--- config.mk ---
export PLATFORM = sky130hd
export DESIGN_NAME = sexpr_stream_tokenizer
export DESIGN_NICKNAME = d
export VERILOG_FILES = /design/src/rtl/sst_pkg.sv /design/src/rtl/sst_lexer.sv /design/src/rtl/sexpr_stream_tokenizer.sv
export VERILOG_INCLUDE_DIRS = /design/src /design/src/rtl
export SDC_FILE = /design/constraint.sdc
export NUM_CORES = 1
export LEC_CHECK = 0
export CAP_MARGIN = 10
export CORE_MARGIN = 1
export CORE_UTILIZATION = 40
export DETAILED_ROUTE_END_ITERATION = 12
export DONT_BUFFER_PORTS = 1
export GPL_TIMING_DRIVEN = 1
export PLACE_DENSITY = 0.6
export SYNTH_ARGS = -nofsm -noshare
export SYNTH_HDL_FRONTEND = slang
export SYNTH_SLANG_ARGS = --single-unit
export TNS_END_PERCENT = 10
--- constraint.sdc ---
create_clock -name clk -period 3 [get_ports clk]
set_input_delay 0.6 -clock clk [delete_from_list [all_inputs] [get_ports clk]]
set_output_delay 0.6 -clock clk [all_outputs]
set_load 0.05 [all_outputs]
--- src/rtl/sexpr_stream_tokenizer_defines.svh ---
// Assertion macros shared by the tokenizer RTL.
`ifndef SEXPR_STREAM_TOKENIZER_DEFINES_SVH
`define SEXPR_STREAM_TOKENIZER_DEFINES_SVH

// Consequent must hold in the same cycle as the antecedent.
`define SST_ASSERT_NOW(label, clk, rst_n, ante, cons, msg) \
	label: assert property (@(posedge clk) disable iff (!rst_n) (ante) |-> (cons)) \
		else $error(msg);

// Consequent must hold in the cycle after the antecedent.
`define SST_ASSERT_NEXT(label, clk, rst_n, ante, cons, msg) \
	label: assert property (@(posedge clk) disable iff (!rst_n) (ante) |=> (cons)) \
		else $error(msg);

`endif

--- src/rtl/sst_pkg.sv ---
// Package with the widths, lexical mode codes, event codes, character codes and step result type of the tokenizer.
`timescale 1ns / 1ps
`default_nettype none

package sst_pkg;

	localparam int MODE_W = 3;
	localparam int EV_W   = 3;
	localparam int CHAR_W = 8;
	localparam int NEST_W = 7;

	localparam logic [MODE_W-1:0] MODE_BETWEEN = 3'd0;
	localparam logic [MODE_W-1:0] MODE_SYMBOL  = 3'd1;
	localparam logic [MODE_W-1:0] MODE_STRING  = 3'd2;
	localparam logic [MODE_W-1:0] MODE_ESCAPE  = 3'd3;
	localparam logic [MODE_W-1:0] MODE_COMMENT = 3'd4;

	localparam logic [EV_W-1:0] EV_SKIP   = 3'd0;
	localparam logic [EV_W-1:0] EV_OPEN   = 3'd1;
	localparam logic [EV_W-1:0] EV_CLOSE  = 3'd2;
	localparam logic [EV_W-1:0] EV_SYMBOL = 3'd3;
	localparam logic [EV_W-1:0] EV_STRING = 3'd4;
	localparam logic [EV_W-1:0] EV_ERROR  = 3'd5;
	localparam logic [EV_W-1:0] EV_NOEXPR = 3'd6;

	localparam logic [CHAR_W-1:0] CH_NUL    = 8'h00;
	localparam logic [CHAR_W-1:0] CH_TAB    = 8'h09;
	localparam logic [CHAR_W-1:0] CH_NL     = 8'h0A;
	localparam logic [CHAR_W-1:0] CH_CR     = 8'h0D;
	localparam logic [CHAR_W-1:0] CH_SPACE  = 8'h20;
	localparam logic [CHAR_W-1:0] CH_QUOTE  = 8'h22;
	localparam logic [CHAR_W-1:0] CH_LPAREN = 8'h28;
	localparam logic [CHAR_W-1:0] CH_RPAREN = 8'h29;
	localparam logic [CHAR_W-1:0] CH_SEMI   = 8'h3B;
	localparam logic [CHAR_W-1:0] CH_BSLASH = 8'h5C;

	typedef struct packed {
		logic [MODE_W-1:0] mode;
		logic [EV_W-1:0]   ev;
		logic [CHAR_W-1:0] chr;
		logic              sym_end;
		logic              done;
	} step_t;

endpackage

`default_nettype wire

--- src/rtl/sst_lexer.sv ---
// Combinational next-mode, next-depth and event logic for one text byte.
`timescale 1ns / 1ps
`default_nettype none

module sst_lexer import sst_pkg::*; #(
	parameter int MAX_DEPTH = 64,
	parameter int DEPTH_W   = 7
) (
	input  wire logic [CHAR_W-1:0]  text_byte,
	input  wire logic [MODE_W-1:0]  mode,
	input  wire logic [DEPTH_W-1:0] depth,
	output step_t                   step,
	output logic [DEPTH_W-1:0]      depth_next
);

	logic               is_space;
	logic               is_delim;
	logic               depth_zero;
	logic               at_max;
	logic               done_pre;
	logic [MODE_W-1:0]  b_mode;
	logic [DEPTH_W-1:0] b_depth;
	logic [EV_W-1:0]    b_ev;
	logic [CHAR_W-1:0]  b_chr;
	logic               b_done;

	assign is_space   = (text_byte == CH_SPACE) ||
	                    ((text_byte >= CH_TAB) && (text_byte <= CH_CR));
	assign is_delim   = (text_byte == CH_NUL) || (text_byte == CH_LPAREN) ||
	                    (text_byte == CH_RPAREN) || (text_byte == CH_SEMI) || is_space;
	assign depth_zero = (depth == '0);
	assign at_max     = (depth >= DEPTH_W'(MAX_DEPTH));

	// A symbol ended by a delimiter, or a string cut off by the zero byte, at depth zero completes
	// an expression before the terminating byte is handled on its own.
	always_comb begin
		done_pre = 1'b0;
		unique case (mode)
			MODE_SYMBOL: begin
				done_pre = is_delim && depth_zero;
			end
			MODE_STRING, MODE_ESCAPE: begin
				done_pre = (text_byte == CH_NUL) && depth_zero;
			end
			default: begin
				done_pre = 1'b0;
			end
		endcase
	end

	// Handling of a byte that starts from the between-tokens mode.
	always_comb begin
		b_mode  = MODE_BETWEEN;
		b_depth = depth;
		b_ev    = EV_SKIP;
		b_chr   = '0;
		b_done  = 1'b0;
		priority if (text_byte == CH_NUL) begin
			b_depth = '0;
			if (!depth_zero) begin
				b_ev = EV_ERROR;
			end else if (done_pre) begin
				b_ev = EV_SKIP;
			end else begin
				b_ev = EV_NOEXPR;
			end
		end else if (is_space) begin
			b_ev = EV_SKIP;
		end else if (text_byte == CH_SEMI) begin
			b_mode = MODE_COMMENT;
		end else if (text_byte == CH_LPAREN) begin
			if (at_max) begin
				b_ev    = EV_ERROR;
				b_depth = '0;
			end else begin
				b_ev    = EV_OPEN;
				b_depth = depth + DEPTH_W'(1);
			end
		end else if (text_byte == CH_RPAREN) begin
			if (depth_zero) begin
				b_ev = EV_ERROR;
			end else begin
				b_ev    = EV_CLOSE;
				b_depth = depth - DEPTH_W'(1);
				b_done  = (depth == DEPTH_W'(1));
			end
		end else begin
			b_chr = text_byte;
			if (text_byte == CH_QUOTE) begin
				b_mode = MODE_STRING;
				b_ev   = EV_STRING;
			end else begin
				b_mode = MODE_SYMBOL;
				b_ev   = EV_SYMBOL;
			end
		end
	end

	always_comb begin
		step.mode    = mode;
		step.ev      = EV_SKIP;
		step.chr     = '0;
		step.sym_end = 1'b0;
		step.done    = 1'b0;
		depth_next   = depth;
		unique case (mode)
			MODE_SYMBOL: begin
				if (is_delim) begin
					step.mode    = b_mode;
					step.ev      = b_ev;
					step.chr     = b_chr;
					step.sym_end = 1'b1;
					step.done    = done_pre | b_done;
					depth_next   = b_depth;
				end else begin
					step.chr = text_byte;
					step.ev  = EV_SYMBOL;
				end
			end
			MODE_STRING, MODE_ESCAPE: begin
				if (text_byte == CH_NUL) begin
					step.mode  = b_mode;
					step.ev    = b_ev;
					step.chr   = b_chr;
					step.done  = done_pre | b_done;
					depth_next = b_depth;
				end else begin
					step.chr = text_byte;
					step.ev  = EV_STRING;
					if (mode == MODE_ESCAPE) begin
						step.mode = MODE_STRING;
					end else if (text_byte == CH_BSLASH) begin
						step.mode = MODE_ESCAPE;
					end else if (text_byte == CH_QUOTE) begin
						step.mode = MODE_BETWEEN;
						step.done = depth_zero;
					end
				end
			end
			MODE_COMMENT: begin
				if (text_byte == CH_NUL) begin
					step.mode  = b_mode;
					step.ev    = b_ev;
					step.chr   = b_chr;
					step.done  = b_done;
					depth_next = b_depth;
				end else if (text_byte == CH_NL) begin
					step.mode = MODE_BETWEEN;
				end
			end
			default: begin
				step.mode  = b_mode;
				step.ev    = b_ev;
				step.chr   = b_chr;
				step.done  = b_done;
				depth_next = b_depth;
			end
		endcase
	end

endmodule

`default_nettype wire

--- src/rtl/sexpr_stream_tokenizer.sv ---
// Top level of the S-expression byte tokenizer: input register, lexer state and result register.
//
// Usage: one text byte per beat on the input channel (in_valid, in_stall, text_byte);
// a zero byte ends a text. Every input beat gives exactly one result beat on the
// output channel (out_valid, out_stall) carrying event_kind, char_out,
// symbol_ended, expr_done and nest_level.
// Path: a taken byte is held in the input register, classified by the lexer and written
// to the result register once that register is free to take it.
// Throughput: one byte per cycle while out_stall does not hold the result; the only loop is
// the mode and depth update in the lexer, which is combinational.
// Reset: arst_n low clears both registers' valid flags, sets the mode to between
// tokens and the depth to zero; no clearing pass is needed.
// Stall: while out_stall holds a pending result, that result stays put; the input
// register still takes one more byte, after which in_stall rises until the result
// register frees up.
`timescale 1ns / 1ps
`default_nettype none
`include "sexpr_stream_tokenizer_defines.svh"

module sexpr_stream_tokenizer import sst_pkg::*; #(
	parameter int MAX_DEPTH = 64
) (
	input  wire logic              clk,
	input  wire logic              arst_n,
	input  wire logic              in_valid,
	output logic                   in_stall,
	input  wire logic [CHAR_W-1:0] text_byte,
	output logic                   out_valid,
	input  wire logic              out_stall,
	output logic [EV_W-1:0]        event_kind,
	output logic [CHAR_W-1:0]      char_out,
	output logic                   symbol_ended,
	output logic                   expr_done,
	output logic [NEST_W-1:0]      nest_level
);

	localparam int DEPTH_W = $clog2(MAX_DEPTH + 1);

	logic               valid_s1;
	logic [CHAR_W-1:0]  text_byte_s1;
	logic [MODE_W-1:0]  lex_mode_q;
	logic [DEPTH_W-1:0] depth_q;
	logic               out_valid_q;
	logic [EV_W-1:0]    event_kind_q;
	logic [CHAR_W-1:0]  char_out_q;
	logic               symbol_ended_q;
	logic               expr_done_q;
	logic [NEST_W-1:0]  nest_level_q;

	logic               out_free;
	logic               fire_s1;
	logic               in_take;
	step_t              step;
	logic [DEPTH_W-1:0] depth_next;

	assign out_free = !out_valid_q || !out_stall;
	assign fire_s1  = valid_s1 && out_free;
	assign in_stall = valid_s1 && !out_free;
	assign in_take  = in_valid && !in_stall;

	sst_lexer #(
		.MAX_DEPTH (MAX_DEPTH),
		.DEPTH_W   (DEPTH_W)
	) u_lexer (
		.text_byte  (text_byte_s1),
		.mode       (lex_mode_q),
		.depth      (depth_q),
		.step       (step),
		.depth_next (depth_next)
	);

	always_ff @(posedge clk or negedge arst_n) begin
		if (!arst_n) begin
			valid_s1 <= 1'b0;
		end else if (in_take) begin
			valid_s1 <= 1'b1;
		end else if (fire_s1) begin
			valid_s1 <= 1'b0;
		end
	end

	always_ff @(posedge clk) begin
		if (in_take) begin
			text_byte_s1 <= text_byte;
		end
	end

	always_ff @(posedge clk or negedge arst_n) begin
		if (!arst_n) begin
			lex_mode_q  <= MODE_BETWEEN;
			depth_q     <= '0;
			out_valid_q <= 1'b0;
		end else begin
			if (fire_s1) begin
				lex_mode_q  <= step.mode;
				depth_q     <= depth_next;
				out_valid_q <= 1'b1;
			end else if (!out_stall) begin
				out_valid_q <= 1'b0;
			end
		end
	end

	always_ff @(posedge clk) begin
		if (fire_s1) begin
			event_kind_q   <= step.ev;
			char_out_q     <= step.chr;
			symbol_ended_q <= step.sym_end;
			expr_done_q    <= step.done;
			nest_level_q   <= NEST_W'(depth_next);
		end
	end

	assign out_valid    = out_valid_q;
	assign event_kind   = event_kind_q;
	assign char_out     = char_out_q;
	assign symbol_ended = symbol_ended_q;
	assign expr_done    = expr_done_q;
	assign nest_level   = nest_level_q;

	`SST_ASSERT_NEXT(a_error_resets_state, clk, arst_n, fire_s1 && (step.ev == EV_ERROR), (depth_q == '0) && (lex_mode_q == MODE_BETWEEN), "error beat did not return lexer to idle")
	`SST_ASSERT_NOW(a_depth_bounded, clk, arst_n, 1'b1, depth_q <= DEPTH_W'(MAX_DEPTH), "nesting depth above limit")
	`SST_ASSERT_NOW(a_stall_cause, clk, arst_n, in_stall, valid_s1 && out_valid_q && out_stall, "input stalled without a blocked result")
	`SST_ASSERT_NOW(a_sym_end_kind, clk, arst_n, out_valid_q && symbol_ended_q, (event_kind_q != EV_SYMBOL) && (event_kind_q != EV_STRING), "symbol end flagged on a text byte event")

endmodule

`default_nettype wire
Yosys cells after proc, flatten, opt, wreduce, memory -nomap -nowiden
Index checks and enable logic that the tools add are counted.
{"block": "word_totals", "register_bits": 40, "out_inout_bits": 22}
{"block": "op_classes", "addsub": 2, "n_lt_le_gt_ge": 3, "n_eq_ne": 16, "n_mux": 59, "n_bitwise": 1, "n_reduce_logical": 22}
{"cell": "$mux 3", "count": 21}
{"cell": "$mux 7", "count": 9}
{"cell": "$pmux 14 s3", "count": 1}
{"cell": "$eq 8x6->1 const B", "count": 5}
{"cell": "$mux 8", "count": 5}
{"cell": "$mux 11", "count": 2}
{"cell": "$mux 1", "count": 15}
{"cell": "$mux 14", "count": 1}
{"cell": "$pmux 7 s2", "count": 1}
{"cell": "$eq 8x4->1 const B", "count": 1}
{"cell": "$eq 8x7->1 const B", "count": 1}
{"cell": "$ge 8x4->1 const B", "count": 1}
{"cell": "$le 8x4->1 const B", "count": 1}
{"cell": "$logic_not 8->1", "count": 1}
{"cell": "$add 7x1->7 const B", "count": 1}
{"cell": "$eq 7x1->1 const B", "count": 1}
{"cell": "$ge 7x7->1 const B", "count": 1}
{"cell": "$logic_not 7->1", "count": 1}
{"cell": "$sub 7x1->7 const B", "count": 1}
{"cell": "$eq 3x2->1 const B", "count": 2}
{"cell": "$logic_and 1x1->1", "count": 6}
{"cell": "$logic_or 1x1->1", "count": 6}
{"cell": "$ne 5x1->1 const B", "count": 1}
{"cell": "$logic_not 1->1", "count": 4}
{"cell": "12 further kinds", "count": 14}

Logic depth before layout (Yosys ltp)
{"block": "depth", "word_depth": 12, "mapped_depth": 9}

By module
From an unflattened synthesis, not the netlist that was laid out.
{"block": "unflattened", "cells_unflattened": 256, "area_unflattened_um2": 2675.1}
{"mod": "sexpr_stream_tokenizer", "n_inst": 1, "cells_each": 57, "area_each_um2": 1340.0, "seq_area_each_um2": 1141.1}
{"mod": "sst_lexer", "n_inst": 1, "cells_each": 199, "area_each_um2": 1335.0, "seq_area_each_um2": 0.0}

Worst setup path before layout
Ideal clock, no wire load.
{"block": "synth_path", "path_type": "register -> register", "from": "reg depth_q[0]", "to": "reg nest_level_q[4], in the netlist nest_level[4], data pin", "setup_time_ns": 0.256, "arrival_ns": 2.013, "slack_ns": 0.731, "stages_incl_launch_ff": 10, "n_path_buf": 1, "period_less_slack_ns": 2.269, "cell_sequence": "dfrtp_1 -> inv_1 -> ha_1 -> nor3b_4 -> a21oi_1 -> and2_1 -> clkbuf_1 -> a221o_1 -> o311a_1 -> a22o_1"}
{"block": "synth_between", "elab_chain_len": 9}
{"element": "from (decl)", "line_no": "sexpr_stream_tokenizer.sv:42", "source": "logic [DEPTH_W-1:0] depth_q;"}
{"element": "from (signal assigned)", "line_no": "sexpr_stream_tokenizer.sv:96", "source": "depth_q <= depth_next;"}
{"element": "$sub 7x1->7 or $logic_not 7->1 (tied branches)", "line_no": "sst_lexer.sv:84, sst_lexer.sv:31"}
{"element": "$mux 7", "line_no": "sst_lexer.sv:80", "source": "if (depth_zero) begin"}
{"element": "$mux 7", "line_no": "sst_lexer.sv:79", "source": "end else if (text_byte == CH_RPAREN) begin"}
{"element": "$mux 7 *", "line_no": "sst_lexer.sv:71", "source": "end else if (text_byte == CH_LPAREN) begin"}
{"element": "$mux 7 *", "line_no": "sst_lexer.sv:69", "source": "end else if (text_byte == CH_SEMI) begin"}
{"element": "$mux 7 *", "line_no": "sst_lexer.sv:67", "source": "end else if (is_space) begin"}
{"element": "$mux 7 *", "line_no": "sst_lexer.sv:58", "source": "priority if (text_byte == CH_NUL) begin"}
{"element": "$mux 7, on equally long branches", "line_no": "sst_lexer.sv:121, sst_lexer.sv:141, sst_lexer.sv:108"}
{"element": "$pmux 7 s2 *", "line_no": "sst_lexer.sv:106", "source": "unique case (mode)"}
{"element": "named net depth_next[4]", "line_no": "sexpr_stream_tokenizer.sv:54", "source": "logic [DEPTH_W-1:0] depth_next;"}
{"element": "to (signal assigned)", "line_no": "sexpr_stream_tokenizer.sv:110", "source": "nest_level_q <= NEST_W'(depth_next);"}
{"element": "to (decl)", "line_no": "sexpr_stream_tokenizer.sv:48", "source": "logic [NEST_W-1:0] nest_level_q;"}
Mark *: on every way through the listed nets, which the timed path passes. The rest lies on a longest branch.
A chain may end at the register's enable or synchronous reset.

Worst setup path after layout
{"block": "layout_path", "from": "reg text_byte_s1[1]", "to": "reg nest_level_q[2], in the netlist nest_level[2], data pin"}
{"block": "layout_between", "elab_chain_len": 8}
{"element": "from (decl)", "line_no": "sexpr_stream_tokenizer.sv:40", "source": "logic [CHAR_W-1:0] text_byte_s1;"}
{"element": "from (signal assigned)", "line_no": "sexpr_stream_tokenizer.sv:84", "source": "text_byte_s1 <= text_byte;"}
{"element": "parallel branches: the longest is 7 deep, another holds $ge 8x4->1"}
{"element": "$pmux 7 s2 *", "line_no": "sst_lexer.sv:106"}
{"element": "named net depth_next[2]", "line_no": "sexpr_stream_tokenizer.sv:54"}
Mark *: on every way through the listed nets, which the timed path passes.

==> summary.txt <==
Initial drt markers: 209
Post-Synthesis Cells: 246
Synth cell count leaders: edfxtp_1, nand2_1, nor2_1
Die Wd: 80.3 µm
GRT overflow: 0
Cell Rows: 28
H-tree depth: 2
Int Pwr: 1040 µW
Levels on crit path: 6
Wirelength per Cell: 18.2 µm
Setup violations, final: 0
Post-synth top area share: 34.3%
Endpoint type of the worst setup path: flop
Yosys cell types: 61
Slowest-stage cell, CP: edfxtp_1
DR vias: 1981
Core area: 5920 µm²
Worst Path Buf+Inv: 0
DRT antenna net count: 0
Clock power frac: 20.0%
Max rail drop VDD: 0.000282 V
Crit Path Class: reg -> reg
IO Port Bufs: 0
Final HPWL DP: 4.31 mm
CTS tree: yes
Final Util: 43.7%
Relative slew slack: 57.5%
Top delay family on crit path: simple AND/OR/NAND/NOR gates
CP Launch Type: flop
R2R cell count: 6
Initial antenna violation count: 0
Total CTS buffers: 5
CTS max path bufs: 2
Max Transition Viols Final: 0
Vias per std cell: 6.25
Post-synth top flop: edfxtp_1
Crit Path Max Fanout: 13
Switching power: 697 µW
Clk pin slew, worst setup/hold paths: 0.08 ns
Final hold vios: 0
Slowest stage delay, CP: 0.58 ns
Required time of the worst setup path: 3.05 ns
Pleak: 0.000926 µW
Syn Nets: 261
Root Driver: clkbuf_8
Drt drc: 0
Mean post-synth cell area: 9.97 µm²
RSZ-0062 raised after global routing: false
Placer Congestion: 0.937
TNS Setup: 0 ns
Diodes inserted: 0
Die Y: 80.3 µm
Die area: 6450 µm²
Area growth syn-to-layout: 5.56%
Sequential power share: 51.7%
Max frequency: 387 MHz
First-pass GRT wire length: 9.31 mm
Vias in the first global route: 1811
Clock net sink count: 40
Number of synthesized flops with an enable pin: 28
Synth warnings: 0
Slew @ Worst Pin: 0.632 ns
Pin count of the biggest net entering global routing: 21
Gr usage total: 19.3%
Worst Path Arrival: 2.63 ns
Pwr per Cell Area: 669 nW/µm²
Min-delay worst type: in -> reg
Top-count cell post-synth: edfxtp_1
Hold depth: 0
Largest cells by area after synthesis: edfxtp_1, dfrtp_1, nand2_1, and2_1, nor2_1
Area leader, netlist: edfxtp_1
DRT Wirelength: 5.78 mm
Share of cells above drive strength 1: 8.68%
Logic pwr share: 28.4%
Cells along the critical path: or2_1, o2111ai_1, nand4_1, nor2_1, nor2_1, a22o_1
Status: finished clean
Post-route minimum period: 2.58 ns
Clock Latency Late Sink: 0.29 ns
Starting Density: 41.4%
Most common cell on crit path: nor2_1
Clock skew: 0.0105 ns
Drt first pass iters: 5
IO Count: 34
Post-synth ARST share: 30.0%
Register bit total from synthesis: 40
Final worst-path cycle share: 86.1%
Synth Cell Area: 2450 µm²
Post-synthesis sequential area ratio: 46.5%
Sw Share: 40.2%
Nets: 256
Maxcap violations: 0
## routing by layer
layer | wire (µm) | GRT usage [%] | vias to the layer above
met1 | 2720 | 27.6 | 937
met2 | 2610 | 29.1 | 97
met4 | 99 | 6.07 | 0
met5 | 0 | 0 | -
met3 | 349 | 3.86 | 16
li1 | - | - | 931
## metrics by stage
step	area [µm²]	hold slack (ns)	worst slack, ns	power (µW)	std cells
after global placement	2490	0.305	0.434	1380	307
after global routing	2590	0.374	0.197	1830	317
final	2590	0.398	0.417	1730	317
after CTS	2580	0.00176	0.436	1730	316
after detailed placement	2490	0.305	0.460	1380	307
after floorplan	2450	0.304	0.731	1260	246
## cell usage in the layout (no fill, tap or decap), types with 3 or more instances in the layout
cell type,netlist,final
o21ai_0,7,7
inv_1,7,7
a22o_1,5,5
a21oi_1,9,9
dfrtp_1,12,12
and3_1,6,6
buf_4,0,3
nor4_1,7,7
edfxtp_1,28,28
nor2_1,15,15
clkbuf_8,0,5
a31oi_1,6,6
a32o_1,3,3
nand3_1,10,10
nand2b_1,5,5
o211ai_1,3,3
nor3_1,8,8
nand2_1,26,26
ha_1,3,3
and2_1,10,10
nand4_1,6,6
xor2_1,3,3
## power groups by stage
stage	clock network (µW)	registers (µW)	logic, µW
3_3_place_gp	0	906	476
5_1_grt	382	908	537
2_1_floorplan	0	840	419
3_5_place_dp	0	904	478
4_1_cts	354	893	484
6_report	346	896	492
## logic make-up (layout without fill, tap and decap cells)
family	count (synthesis)	after routing	synth area share (%)
fa+ha+maj	3	3	1.53
buf+inv	25	21	4.54
flops	40	40	46.5
simple gates	112	112	26.6
xor+xnor	3	3	1.07
mux	4	4	1.73
compound gates	59	59	18.1
## state kept, by name, indices dropped and copies added, names as in the netlist
signal and count:
text_byte_s1 8, valid_s1 1, lex_mode_q 3, char_out 8, event_kind 3, nest_level 7
expr_done 1, depth_q 7, out_valid 1, symbol_ended 1
## worst paths after layout
check	start	end	slack, ns
setup reg to reg	text_byte_s1[1]$_DFFE_PP_	nest_level[2]$_DFFE_PP_	0.42
setup / recovery	text_byte_s1[1]$_DFFE_PP_	nest_level[2]$_DFFE_PP_	0.42
hold reg to reg	valid_s1$_DFFE_PN0P_	out_valid$_DFFE_PN0P_	0.50
hold / removal	text_byte[5]	text_byte_s1[5]$_DFFE_PP_	0.40
max in group asynchronous	arst_n	lex_mode_q[0]$_DFFE_PN0P_	1.98
min in group asynchronous	arst_n	depth_q[3]$_DFFE_PN0P_	0.59
## what timing repair did
| item | 4_1_cts | 5_1_grt |
|---|---|---|
| hold buffers | 1 | 1 |
| gates resized for setup | 0 | 0 |
| setup endpoints to repair | 0 | 0 |
| setup buffers | 0 | 0 |
| endpoints found under the hold margin | 8 | 4 |
## layout make-up
cell class / count / area, µm²
Inverter: 8 / 30.0
Clock inverter: 1 / 5.00
Timing Repair Buffer: 5 / 42.5
Tap cell: 75 / 93.8
Fill cell: 584 / 3330
Clock buffer: 7 / 76.3
Multi-Input combinational cell: 181 / 1200
Sequential cell: 40 / 1140
No activity file was read; power rests on OpenSTA's default activity.
